==> src/hdl/tfbq_pkg.sv <==
package tfbq_pkg;

	localparam int DEFAULT_QUEUE_DEPTH = 16;

	localparam int ID_W      = 16;
	localparam int AGE_W     = 8;
	localparam int CNT_OUT_W = 5;
	localparam int ENTRY_W   = 1 + AGE_W + ID_W;

	localparam logic CMD_ADMIT = 1'b0;
	localparam logic CMD_SERVE = 1'b1;

	typedef enum logic [0:0] {
		ST_IDLE,
		ST_READ
	} state_t;

	// Layout of one stored entry: urgent flag on top, then age, then id.
	typedef struct packed {
		logic             urgent;
		logic [AGE_W-1:0] age;
		logic [ID_W-1:0]  id;
	} entry_t;

	// One result item as it travels from the controller to the output register.
	typedef struct packed {
		logic                 served_valid;
		logic [ID_W-1:0]      served_id;
		logic [AGE_W-1:0]     served_age;
		logic                 served_urgent;
		logic                 was_empty;
		logic                 dropped_full;
		logic [CNT_OUT_W-1:0] total_count;
		logic [CNT_OUT_W-1:0] urgent_count;
		logic [CNT_OUT_W-1:0] regular_count;
	} result_t;

endpackage

==> src/hdl/tfbq_ram.sv <==
module tfbq_ram #(
	parameter int WIDTH = tfbq_pkg::ENTRY_W,
	parameter int DEPTH = tfbq_pkg::DEFAULT_QUEUE_DEPTH,
	localparam int AW = (DEPTH > 1) ? $clog2(DEPTH) : 1
) (
	input  logic             clk,
	input  logic             we,
	input  logic [AW-1:0]    waddr,
	input  logic [WIDTH-1:0] wdata,
	input  logic             re,
	input  logic [AW-1:0]    raddr,
	output logic [WIDTH-1:0] rdata
);

	logic [WIDTH-1:0] mem [DEPTH];

	always_ff @(posedge clk) begin
		if (we) begin
			mem[waddr] <= wdata;
		end
		if (re) begin
			rdata <= mem[raddr];
		end
	end

endmodule

==> src/hdl/tfbq_ctrl.sv <==
module tfbq_ctrl #(
	parameter int QUEUE_DEPTH = tfbq_pkg::DEFAULT_QUEUE_DEPTH,
	localparam int IDX_W = $clog2(QUEUE_DEPTH),
	localparam int CNT_W = $clog2(QUEUE_DEPTH + 1)
) (
	input  logic                          clk,
	input  logic                          arst_n,
	input  logic                          in_fire,
	input  logic                          command,
	input  logic [tfbq_pkg::ID_W-1:0]     entry_id,
	input  logic [tfbq_pkg::AGE_W-1:0]    entry_age,
	input  logic                          urgent,
	output logic                          ram_we,
	output logic [IDX_W-1:0]              ram_waddr,
	output logic [tfbq_pkg::ENTRY_W-1:0]  ram_wdata,
	output logic                          ram_re,
	output logic [IDX_W-1:0]              ram_raddr,
	input  logic [tfbq_pkg::ENTRY_W-1:0]  ram_rdata,
	output logic                          busy,
	output logic                          res_load,
	output tfbq_pkg::result_t             res
);

	localparam logic [IDX_W-1:0] LAST_SLOT = IDX_W'(QUEUE_DEPTH - 1);
	localparam logic [CNT_W-1:0] FULL_CNT  = CNT_W'(QUEUE_DEPTH);

	tfbq_pkg::state_t state_q, state_d;
	logic [IDX_W-1:0] head_q, head_d, tail_q, tail_d;
	logic [CNT_W-1:0] total_q, total_d, urg_q, urg_d, reg_q, reg_d;
	tfbq_pkg::entry_t new_entry, rd_entry;

	function automatic logic [IDX_W-1:0] slot_next(input logic [IDX_W-1:0] s);
		return (s == LAST_SLOT) ? '0 : s + 1'b1;
	endfunction

	function automatic logic [IDX_W-1:0] slot_prev(input logic [IDX_W-1:0] s);
		return (s == '0) ? LAST_SLOT : s - 1'b1;
	endfunction

	// Counts are reported in the low bits only.
	function automatic logic [tfbq_pkg::CNT_OUT_W-1:0] cnt_out(input logic [CNT_W-1:0] c);
		logic [CNT_W+tfbq_pkg::CNT_OUT_W-1:0] ext;
		ext = {{tfbq_pkg::CNT_OUT_W{1'b0}}, c};
		return ext[tfbq_pkg::CNT_OUT_W-1:0];
	endfunction

	always_ff @(posedge clk or negedge arst_n) begin
		if (!arst_n) begin
			state_q <= tfbq_pkg::ST_IDLE;
			head_q  <= '0;
			tail_q  <= '0;
			total_q <= '0;
			urg_q   <= '0;
			reg_q   <= '0;
		end else begin
			state_q <= state_d;
			head_q  <= head_d;
			tail_q  <= tail_d;
			total_q <= total_d;
			urg_q   <= urg_d;
			reg_q   <= reg_d;
		end
	end

	always_comb begin
		new_entry.urgent = urgent;
		new_entry.age    = entry_age;
		new_entry.id     = entry_id;
		rd_entry         = tfbq_pkg::entry_t'(ram_rdata);

		state_d   = state_q;
		head_d    = head_q;
		tail_d    = tail_q;
		total_d   = total_q;
		urg_d     = urg_q;
		reg_d     = reg_q;
		ram_we    = 1'b0;
		ram_waddr = tail_q;
		ram_wdata = new_entry;
		ram_re    = 1'b0;
		ram_raddr = head_q;
		res_load  = 1'b0;
		res       = '0;

		unique case (state_q)
			tfbq_pkg::ST_IDLE: begin
				if (in_fire) begin
					if (command == tfbq_pkg::CMD_ADMIT) begin
						res_load = 1'b1;
						if (total_q == FULL_CNT) begin
							res.dropped_full = 1'b1;
						end else begin
							ram_we  = 1'b1;
							total_d = total_q + 1'b1;
							if (urgent) begin
								head_d    = slot_prev(head_q);
								ram_waddr = head_d;
								urg_d     = urg_q + 1'b1;
							end else begin
								tail_d = slot_next(tail_q);
								reg_d  = reg_q + 1'b1;
							end
						end
					end else if (total_q == '0) begin
						res_load      = 1'b1;
						res.was_empty = 1'b1;
					end else begin
						ram_re  = 1'b1;
						state_d = tfbq_pkg::ST_READ;
					end
				end
			end
			tfbq_pkg::ST_READ: begin
				res_load          = 1'b1;
				res.served_valid  = 1'b1;
				res.served_id     = rd_entry.id;
				res.served_age    = rd_entry.age;
				res.served_urgent = rd_entry.urgent;
				head_d            = slot_next(head_q);
				total_d           = total_q - 1'b1;
				if (rd_entry.urgent) begin
					if (urg_q != '0) begin
						urg_d = urg_q - 1'b1;
					end
				end else if (reg_q != '0) begin
					reg_d = reg_q - 1'b1;
				end
				state_d = tfbq_pkg::ST_IDLE;
			end
			default: state_d = tfbq_pkg::ST_IDLE;
		endcase

		res.total_count   = cnt_out(total_d);
		res.urgent_count  = cnt_out(urg_d);
		res.regular_count = cnt_out(reg_d);
	end

	assign busy = (state_q != tfbq_pkg::ST_IDLE);

endmodule

==> src/hdl/two_class_front_back_queue.sv <==
// An admit or a serve on an empty queue loads its result into the output register
// directly; a serve that returns an entry first reads the entry memory, then loads it.
// Throughput: one admit per cycle while the output channel does not stall; a returning
// serve blocks new input while the registered read of the entry memory completes.
// Reset (arst_n low, asynchronous): queue empty, pointers and counts zero, no result.
module two_class_front_back_queue #(
	parameter int QUEUE_DEPTH = tfbq_pkg::DEFAULT_QUEUE_DEPTH
) (
	input  logic                              clk,
	input  logic                              arst_n,
	// Input channel.
	input  logic                              in_valid,
	output logic                              in_stall,
	input  logic                              command,
	input  logic [tfbq_pkg::ID_W-1:0]         entry_id,
	input  logic [tfbq_pkg::AGE_W-1:0]        entry_age,
	input  logic                              urgent,
	// Result channel.
	output logic                              out_valid,
	input  logic                              out_stall,
	output logic                              served_valid,
	output logic [tfbq_pkg::ID_W-1:0]         served_id,
	output logic [tfbq_pkg::AGE_W-1:0]        served_age,
	output logic                              served_urgent,
	output logic                              was_empty,
	output logic                              dropped_full,
	output logic [tfbq_pkg::CNT_OUT_W-1:0]    total_count,
	output logic [tfbq_pkg::CNT_OUT_W-1:0]    urgent_count,
	output logic [tfbq_pkg::CNT_OUT_W-1:0]    regular_count
);

	localparam int IDX_W = $clog2(QUEUE_DEPTH);

	// The entries live in a single ring-buffer memory. Urgent entries are written one
	// slot below the head pointer and regular ones at the tail pointer, so the head
	// slot is always the next entry to serve.
	logic                          ram_we;
	logic [IDX_W-1:0]              ram_waddr;
	logic [tfbq_pkg::ENTRY_W-1:0]  ram_wdata;
	logic                          ram_re;
	logic [IDX_W-1:0]              ram_raddr;
	logic [tfbq_pkg::ENTRY_W-1:0]  ram_rdata;

	logic              ctrl_busy;
	logic              res_load;
	tfbq_pkg::result_t ctrl_res;

	// Output register. It separates the two channels: a new input transfer can be
	// taken in the same cycle that the waiting result is transferred out.
	logic              out_valid_q;
	tfbq_pkg::result_t res_q;
	logic              out_free;
	logic              in_fire;

	assign out_free = !out_valid_q || !out_stall;

	// While a serve waits for its memory read, no new item is taken. Otherwise a new
	// item is taken whenever the output register will have room for a result at the
	// next edge. A serve that reads memory only loads the output register in the cycle
	// after it is taken, and nothing else can fill the register in between.
	assign in_stall = ctrl_busy || !out_free;
	assign in_fire  = in_valid && !in_stall;

	tfbq_ctrl #(
		.QUEUE_DEPTH (QUEUE_DEPTH)
	) u_ctrl (
		.clk       (clk),
		.arst_n    (arst_n),
		.in_fire   (in_fire),
		.command   (command),
		.entry_id  (entry_id),
		.entry_age (entry_age),
		.urgent    (urgent),
		.ram_we    (ram_we),
		.ram_waddr (ram_waddr),
		.ram_wdata (ram_wdata),
		.ram_re    (ram_re),
		.ram_raddr (ram_raddr),
		.ram_rdata (ram_rdata),
		.busy      (ctrl_busy),
		.res_load  (res_load),
		.res       (ctrl_res)
	);

	tfbq_ram #(
		.WIDTH (tfbq_pkg::ENTRY_W),
		.DEPTH (QUEUE_DEPTH)
	) u_ram (
		.clk   (clk),
		.we    (ram_we),
		.waddr (ram_waddr),
		.wdata (ram_wdata),
		.re    (ram_re),
		.raddr (ram_raddr),
		.rdata (ram_rdata)
	);

	// Valid flag of the output register; a load wins over the drain of the old result.
	always_ff @(posedge clk or negedge arst_n) begin
		if (!arst_n) begin
			out_valid_q <= 1'b0;
		end else if (res_load) begin
			out_valid_q <= 1'b1;
		end else if (out_valid_q && !out_stall) begin
			out_valid_q <= 1'b0;
		end
	end

	// Result payload needs no reset; it only changes when a new result is loaded.
	always_ff @(posedge clk) begin
		if (res_load) begin
			res_q <= ctrl_res;
		end
	end

	assign out_valid     = out_valid_q;
	assign served_valid  = res_q.served_valid;
	assign served_id     = res_q.served_id;
	assign served_age    = res_q.served_age;
	assign served_urgent = res_q.served_urgent;
	assign was_empty     = res_q.was_empty;
	assign dropped_full  = res_q.dropped_full;
	assign total_count   = res_q.total_count;
	assign urgent_count  = res_q.urgent_count;
	assign regular_count = res_q.regular_count;

endmodule

==> config.mk <==
export PLATFORM = sky130hd
export DESIGN_NAME = two_class_front_back_queue
export DESIGN_NICKNAME = d
export VERILOG_FILES = /design/src/hdl/tfbq_pkg.sv /design/src/hdl/tfbq_ram.sv /design/src/hdl/tfbq_ctrl.sv /design/src/hdl/two_class_front_back_queue.sv
export SDC_FILE = /design/constraint.sdc
export NUM_CORES = 1
export LEC_CHECK = 0
export BUFFER_PORTS_ARGS = -buffer_cell sky130_fd_sc_hd__buf_2
export CAP_MARGIN = 0
export CORE_MARGIN = 2
export CORE_UTILIZATION = 24
export CTS_BUF_LIST = sky130_fd_sc_hd__clkbuf_8
export DETAILED_ROUTE_END_ITERATION = 12
export RECOVER_POWER = 50
export SYNTH_ARGS = -nofsm -noshare
export SYNTH_HDL_FRONTEND = slang
export SYNTH_SLANG_ARGS = --single-unit
==> constraint.sdc <==
create_clock -name clk -period 3.2 [get_ports clk]
set_input_delay 0.64 -clock clk [delete_from_list [all_inputs] [get_ports clk]]
set_output_delay 0.64 -clock clk [all_outputs]
set_load 0.005 [all_outputs]
==> qor.txt, run 1 <==
Clock Tree Root -> clkbuf_8
Cell Chain, Critical Path -> a21oi_1, inv_4, nor3_4, nand3_1, nor2_2, buf_4
library cells used by synthesis -> 61
TritonRoute pass-1 iters -> 7
TritonCTS buffer count -> 83
die area -> 0.08163 mm2
CP max stage delay -> 700 ps
clk_skew -> 38.87 ps
Crit Path Max Fanout -> 25
Syn Area/Cell -> 20.48 um2
HP Class -> input port to flip-flop
CP Capture Type -> flip-flop
Num Clock Sinks -> 493
Post-Route WL -> 44210 um
initial antenna violation count -> 10
Worst Path Class, Setup -> flip-flop to flip-flop
Met3 Wirelength -> 3403 um
wire length on met1 -> 19990 um
WL/cell -> 20.14 um
RSZ-0062 raised after global routing -> false
Max Slew Vio Count -> 0
final core occ -> 28.54%
Total Routing Usage GR -> 10.94%
Residual DRC -> 0
worst slew pin tran -> 1477 ps
Async SR Flop Fraction -> 5.071%
critical path's slowest cell -> a21oi_1
post-synthesis sequential area ratio -> 77.07%
Layout Nets -> 1119
fin area -> 0.02247 mm2
sequential share of power -> 45.6%
hold path start -> in_valid
depth of the CTS H-tree -> 3
Worst Path Buf+Inv -> 2
Final min period -> 2773 ps
Hold Vio Cnt, Final -> 0
CP delay by family, top -> simple AND/OR/NAND/NOR gates
WL met2 -> 19860 um
antenna viol nets, final -> 0
CP required -> 3490 ps
vias in the first global route -> 9905
Final setup violation count -> 0
GR Overflow Total -> 0
layout cells sized above 1 -> 26.25%
largest net degree at the start of global routing -> 61
final period utilization -> 86.67%
Setup crit start -> u_ctrl.busy
Leak Pwr -> 7.134 nW
placed insts -> 2043
CTS max path bufs -> 3
Critical Path AT -> 3070 ps
Worst-path clk slew -> 60 ps
Max-slew headroom -> 1.523%
Placeable Area -> 0.07874 mm2
VDD IR max -> 0.4726 mV
FP Rows -> 103
Final Instance Count excl. Fillers -> 2195
gp weighted congestion -> 0.7493
Vias -> 9629
f_max -> 0.3606 GHz
Critical Path Source Type -> flip-flop
status -> finished, final reports clean
Initial DRC Count -> 816
Post-synth top flop -> edfxtp_1
number of synthesized flops with an enable pin -> 468
pwr/cell area -> 787.2 mW/mm2
clock share of power -> 30.1%
Initial Util -> 24.19%
Netlist Area Pre-Place -> 0.01905 mm2
Critical R2R Launch -> u_ctrl.busy
top sig layer -> met5
switching power -> 5.297 mW
# port buffers -> 74
TritonCTS clock tree -> yes
max-cap violations -> 0
Vias/cell -> 4.387
die height -> 285.7 um
switch share -> 29.94%
DP Area -> 0.02100 mm2
Area growth syn-to-layout -> 18.00%
I/O pin cnt -> 75
share of total power in combinational logic -> 24.3%
Synthesized Nets -> 970
Synthesis Warnings -> 0
Synth Instances -> 930
first-pass GRT wire length -> 66190 um
internal cell power -> 12.39 mW
Seq cells post-synth -> 493
Skew-Pair Late Insertion Delay -> 680 ps
dpl hpwl -> 27050 um
Die X -> 285.7 um
layer usage:
| layer | up-vias | track usage (%) |
|---|---|---|
| li1 | 4141 | - |
| met1 | 5038 | 15.60 |
| met2 | 340 | 16.19 |
| met3 | 98 | 3.341 |
| met4 | 12 | 2.801 |
| met5 | - | 0 |
worst register-to-register path: cells and delay by family, from the launching register on:
kind / cells / cell delay (ps)
simple gates: 3 / 790
compound gates: 1 / 700
flops: 1 / 400
buf+inv: 2 / 510
worst paths after layout:
check	to	slack [ps]	cells past startpoint
setup / recovery	u_ram.mem[15][17]	430	6
hold / removal	out_valid	290	2
setup reg to reg	u_ram.mem[15][17]	430	6
hold reg to reg	served_id[5]	510	1
max in group asynchronous	u_ctrl.ram_raddr[0]	1260	2
min in group asynchronous	u_ctrl.reg_q[0]	890	2
metrics by stage:
step	hold slack [ps]	worst slack, ps	setup TNS [ps]	power [mW]
6_report	286.1	426.5	0	17.69
3_3_place_gp	514.8	451.3	0	12.53
4_1_cts	230.1	480.2	0	17.95
3_5_place_dp	519.0	452.6	0	12.59
5_1_grt	264.3	239.1	0	18.59
2_1_floorplan	344.4	-161.5	-45310	11.09
synthesized netlist by cell type, types with 3 or more instances:
| library cell | number | area (um2) |
|---|---|---|
| nand3_1 | 11 | 55.05 |
| buf_2 | 20 | 100.1 |
| mux4_2 | 100 | 2252 |
| nor2_1 | 33 | 123.9 |
| nor2b_1 | 5 | 31.28 |
| xnor2_1 | 7 | 61.31 |
| a31oi_1 | 5 | 31.28 |
| a21o_1 | 3 | 22.52 |
| nand2b_1 | 4 | 25.02 |
| mux2_2 | 5 | 56.30 |
| ha_1 | 10 | 125.1 |
| clkbuf_1 | 24 | 90.09 |
| mux2i_1 | 3 | 30.03 |
| a22oi_1 | 51 | 382.9 |
| a311oi_1 | 3 | 26.28 |
| a21oi_1 | 11 | 55.05 |
| o21ai_0 | 10 | 50.05 |
| and2_1 | 27 | 168.9 |
| o211ai_1 | 4 | 30.03 |
| nand2_1 | 39 | 146.4 |
| nand3b_1 | 3 | 22.52 |
| dfrtp_1 | 25 | 625.6 |
| edfxtp_1 | 468 | 14050 |
| inv_1 | 13 | 48.80 |
layout make-up:
cell class	instances	area, um2
tap	1050	1314
clock inverter	64	399.1
timing repair buffer	110	723.2
clock buffer	85	1170
fill	7695	56270
multi-input combinational	377	4120
antenna	2	5.005
inverter	14	55.05
sequential	493	14690
repair_timing:
item                                   in CTS  in global routing
buffers inserted                            0                  0
hold buffers                                1                  0
endpoints found under the hold margin      25                  0
resized for setup                           0                  0
cells in the final DEF (no fill, tap or decap), types with 15 or more instances in the layout:
cell type	count
a22oi_1	51
and2_0	15
buf_2	25
buf_4	20
clkbuf_1	49
clkbuf_8	85
clkinv_1	26
dfrtp_1	22
edfxtp_1	468
inv_1	33
mux4_2	100
nand2_1	39
nor2_1	15
nor2_2	17
registers in the layout (all words and copies together), names as in the netlist:
signal	count
u_ram.rdata	25
out_valid	1
u_ctrl.total_q	5
served_id	16
u_ctrl.tail_q	4
u_ctrl.urg_q	5
u_ctrl.reg_q	5
served_urgent	1
total_count	5
dropped_full	1
served_age	8
u_ctrl.busy	1
u_ctrl.ram_raddr	4
urgent_count	5
served_valid	1
was_empty	1
regular_count	5
u_ram.mem	400
kinds of logic after synthesis:
| group | Yosys count | share of synthesized area [%] |
|---|---|---|
| flip-flops | 493 | 77.07 |
| AND/OR/NAND/NOR | 144 | 4.152 |
| multiplexers | 108 | 12.28 |
| AO/OA/AOI/OAI | 107 | 4.073 |
| buffers and inverters | 60 | 1.399 |
| adder cells (fa/ha/maj) | 10 | 0.6569 |
| XOR/XNOR | 8 | 0.3679 |
power groups by stage:
| stage | Clock (mW) | Sequential [mW] | Combinational, mW |
|---|---|---|---|
| after detailed placement | 0 | 8.19 | 4.40 |
| after floorplan | 0 | 8.00 | 3.10 |
| after global routing | 5.75 | 8.14 | 4.70 |
| after CTS | 5.49 | 8.07 | 4.40 |
| after global placement | 0 | 8.18 | 4.34 |
| final | 5.32 | 8.07 | 4.29 |
Power figures use the tool's default switching activity.
==> run 2: changes to the inputs <==
Settings changed: CORE_UTILIZATION 24 to 30.
==> run 2 against run 1 <==
  * The flow now finishes with violations (max-capacitance violations, max-slew violations)
  * Clock power down 7.1%
  * Critical path depth grew 1
  * Flip-flop and latch count unchanged
  * Sequential share of layout area up 0.60 points
  * Fmax down 1.3%
  * First-iteration DRC count is 1.7% higher
  * Cell count down 9.1%
  * Sequential power is 0.9% lower
  * Global-route usage rose by 1.8 points
  * Largest cell class unchanged
  * Highest routed layer is now met4
==> qor.txt, run 2 (synthesis results as in run 1) <==
Final min period -> 2811 ps
Skew-Pair Late Insertion Delay -> 640 ps
FP Rows -> 92
# port buffers -> 74
TritonCTS buffer count -> 81
antenna viol nets, final -> 0
DP Area -> 0.02092 mm2
layout cells sized above 1 -> 26.26%
Largest Register -> u_ram.mem
I/O pin cnt -> 75
RSZ-0062 raised after global routing -> false
Worst Path Class, Setup -> flip-flop to flip-flop
Total Routing Usage GR -> 12.74%
Die X -> 256.0 um
TritonCTS clock tree -> yes
WL/cell -> 20.84 um
Crit Path Max Fanout -> 25
failing checks -> max-capacitance violations, max-slew violations
Post-CTS Resized -> 0
f_max -> 0.3557 GHz
Antenna diodes -> 0
first-pass GRT wire length -> 62400 um
Layout Nets -> 1130
Worst-path clk slew -> 60 ps
Clock Tree Root -> clkbuf_8
gp weighted congestion -> 0.7604
Vias -> 9482
clk_skew -> 25.50 ps
TritonRoute pass-1 iters -> 5
Num Clock Sinks -> 493
die height -> 256.0 um
dpl hpwl -> 24920 um
status -> finished, violations left
depth of the CTS H-tree -> 3
Hold Vio Cnt, Final -> 0
dpl ws -> 309.0 ps
Initial Util -> 30.25%
fin area -> 0.02227 mm2
Initial DRC Count -> 830
final worst setup slack -> 388.6 ps
max-cap violations -> 1
Vias/cell -> 4.751
largest net degree at the start of global routing -> 106
total power -> 17.41 mW
Post-Route WL -> 41590 um
HP Class -> input port to flip-flop
cts hold-fix bufs -> 1
placed insts -> 1852
CP required -> 3580 ps
Leak Pwr -> 7.143 nW
Post-CTS Setup Inserts -> 0
most common cell after layout, fill and taps aside -> edfxtp_1
die area -> 0.06552 mm2
pwr/cell area -> 781.6 mW/mm2
Worst Path Buf+Inv -> 2
Placeable Area -> 0.06297 mm2
Max-slew headroom -> -0.7564%
worst hold slack -> 286.3 ps
most frequent cells in the layout -> edfxtp_1 (468), mux4_2 (100), clkbuf_8 (83)
critical path's slowest cell -> mux2i_1
GR Overflow Total -> 0
Critical Path Source Type -> flip-flop
max reg flops -> 400
initial antenna violation count -> 0
final period utilization -> 87.86%
CP Capture Type -> flip-flop
Cell Chain, Critical Path -> inv_1, ha_1, nand4bb_1, and4_1, mux2i_1, nor2_4, buf_12
VDD IR max -> 0.4797 mV
CP max stage delay -> 1000 ps
Residual DRC -> 0
Area growth syn-to-layout -> 16.92%
Final Instance Count excl. Fillers -> 1996
Critical Path AT -> 3190 ps
vias in the first global route -> 9921
Max Slew Vio Count -> 26
Final setup violation count -> 0
CP delay by family, top -> multiplexers
CTS max path bufs -> 3
worst slew pin tran -> 1511 ps
==> run 2: path summary, 6_finish.rpt <==
| kind | endpoint | slack, ps | from | cells after the start |
|---|---|---|---|---|
| worst max-delay path | u_ram.mem[11][2] | 390 | u_ctrl.total_q[0] | 7 |
| worst min-delay path | out_valid | 290 | in_valid | 2 |
| worst max register to register | u_ram.mem[11][2] | 390 | u_ctrl.total_q[0] | 7 |
| worst min register to register | served_id[15] | 520 | u_ram.rdata[15] | 1 |
| max in group asynchronous | u_ctrl.ram_raddr[1] | 1190 | arst_n | 2 |
| min in group asynchronous | u_ctrl.reg_q[1] | 920 | arst_n | 2 |
==> run 2: area by class of cell <==
type	instances	area (um2)
Fill cell	5909	40700
Multi-Input combinational cell	377	4202
Tap cell	846	1059
Clock inverter	60	306.5
Inverter	14	55.05
Timing Repair Buffer	123	817.0
Clock buffer	83	1142
Sequential cell	493	14690
==> run 2: worst register-to-register path: stages (launching register included) <==
cell and delay (ps):
dfrtp_1 420, inv_1 90, ha_1 220, nand4bb_1 220
and4_1 300, mux2i_1 1000, nor2_4 80, buf_12 210
==> run 2: routing by layer <==
layer / share of wire, % / global-route usage (%)
met1: 46 / 18.06
met5: 0 / 0
met3: 6.2 / 3.199
met4: 1.8 / 3.493
met2: 46 / 19.48
==> run 2: report_power, final <==
group	total [mW]	switching (mW)	internal, mW	leakage [nW]
clock	4.94	2.43	2.51	0.824
combinational	4.46	2.52	1.94	1.77
sequential	8.00	0.302	7.70	4.55
total	17.4	5.26	12.1	7.14
==> run 2: per-stage QoR <==
step | utilization [%] | setup TNS [ps]
after floorplan | - | -45310
after global placement | 33.22 | 0
after detailed placement | 33.22 | 0
after CTS | 35.54 | 0
after global routing | 35.37 | 0
final | 35.37 | 0
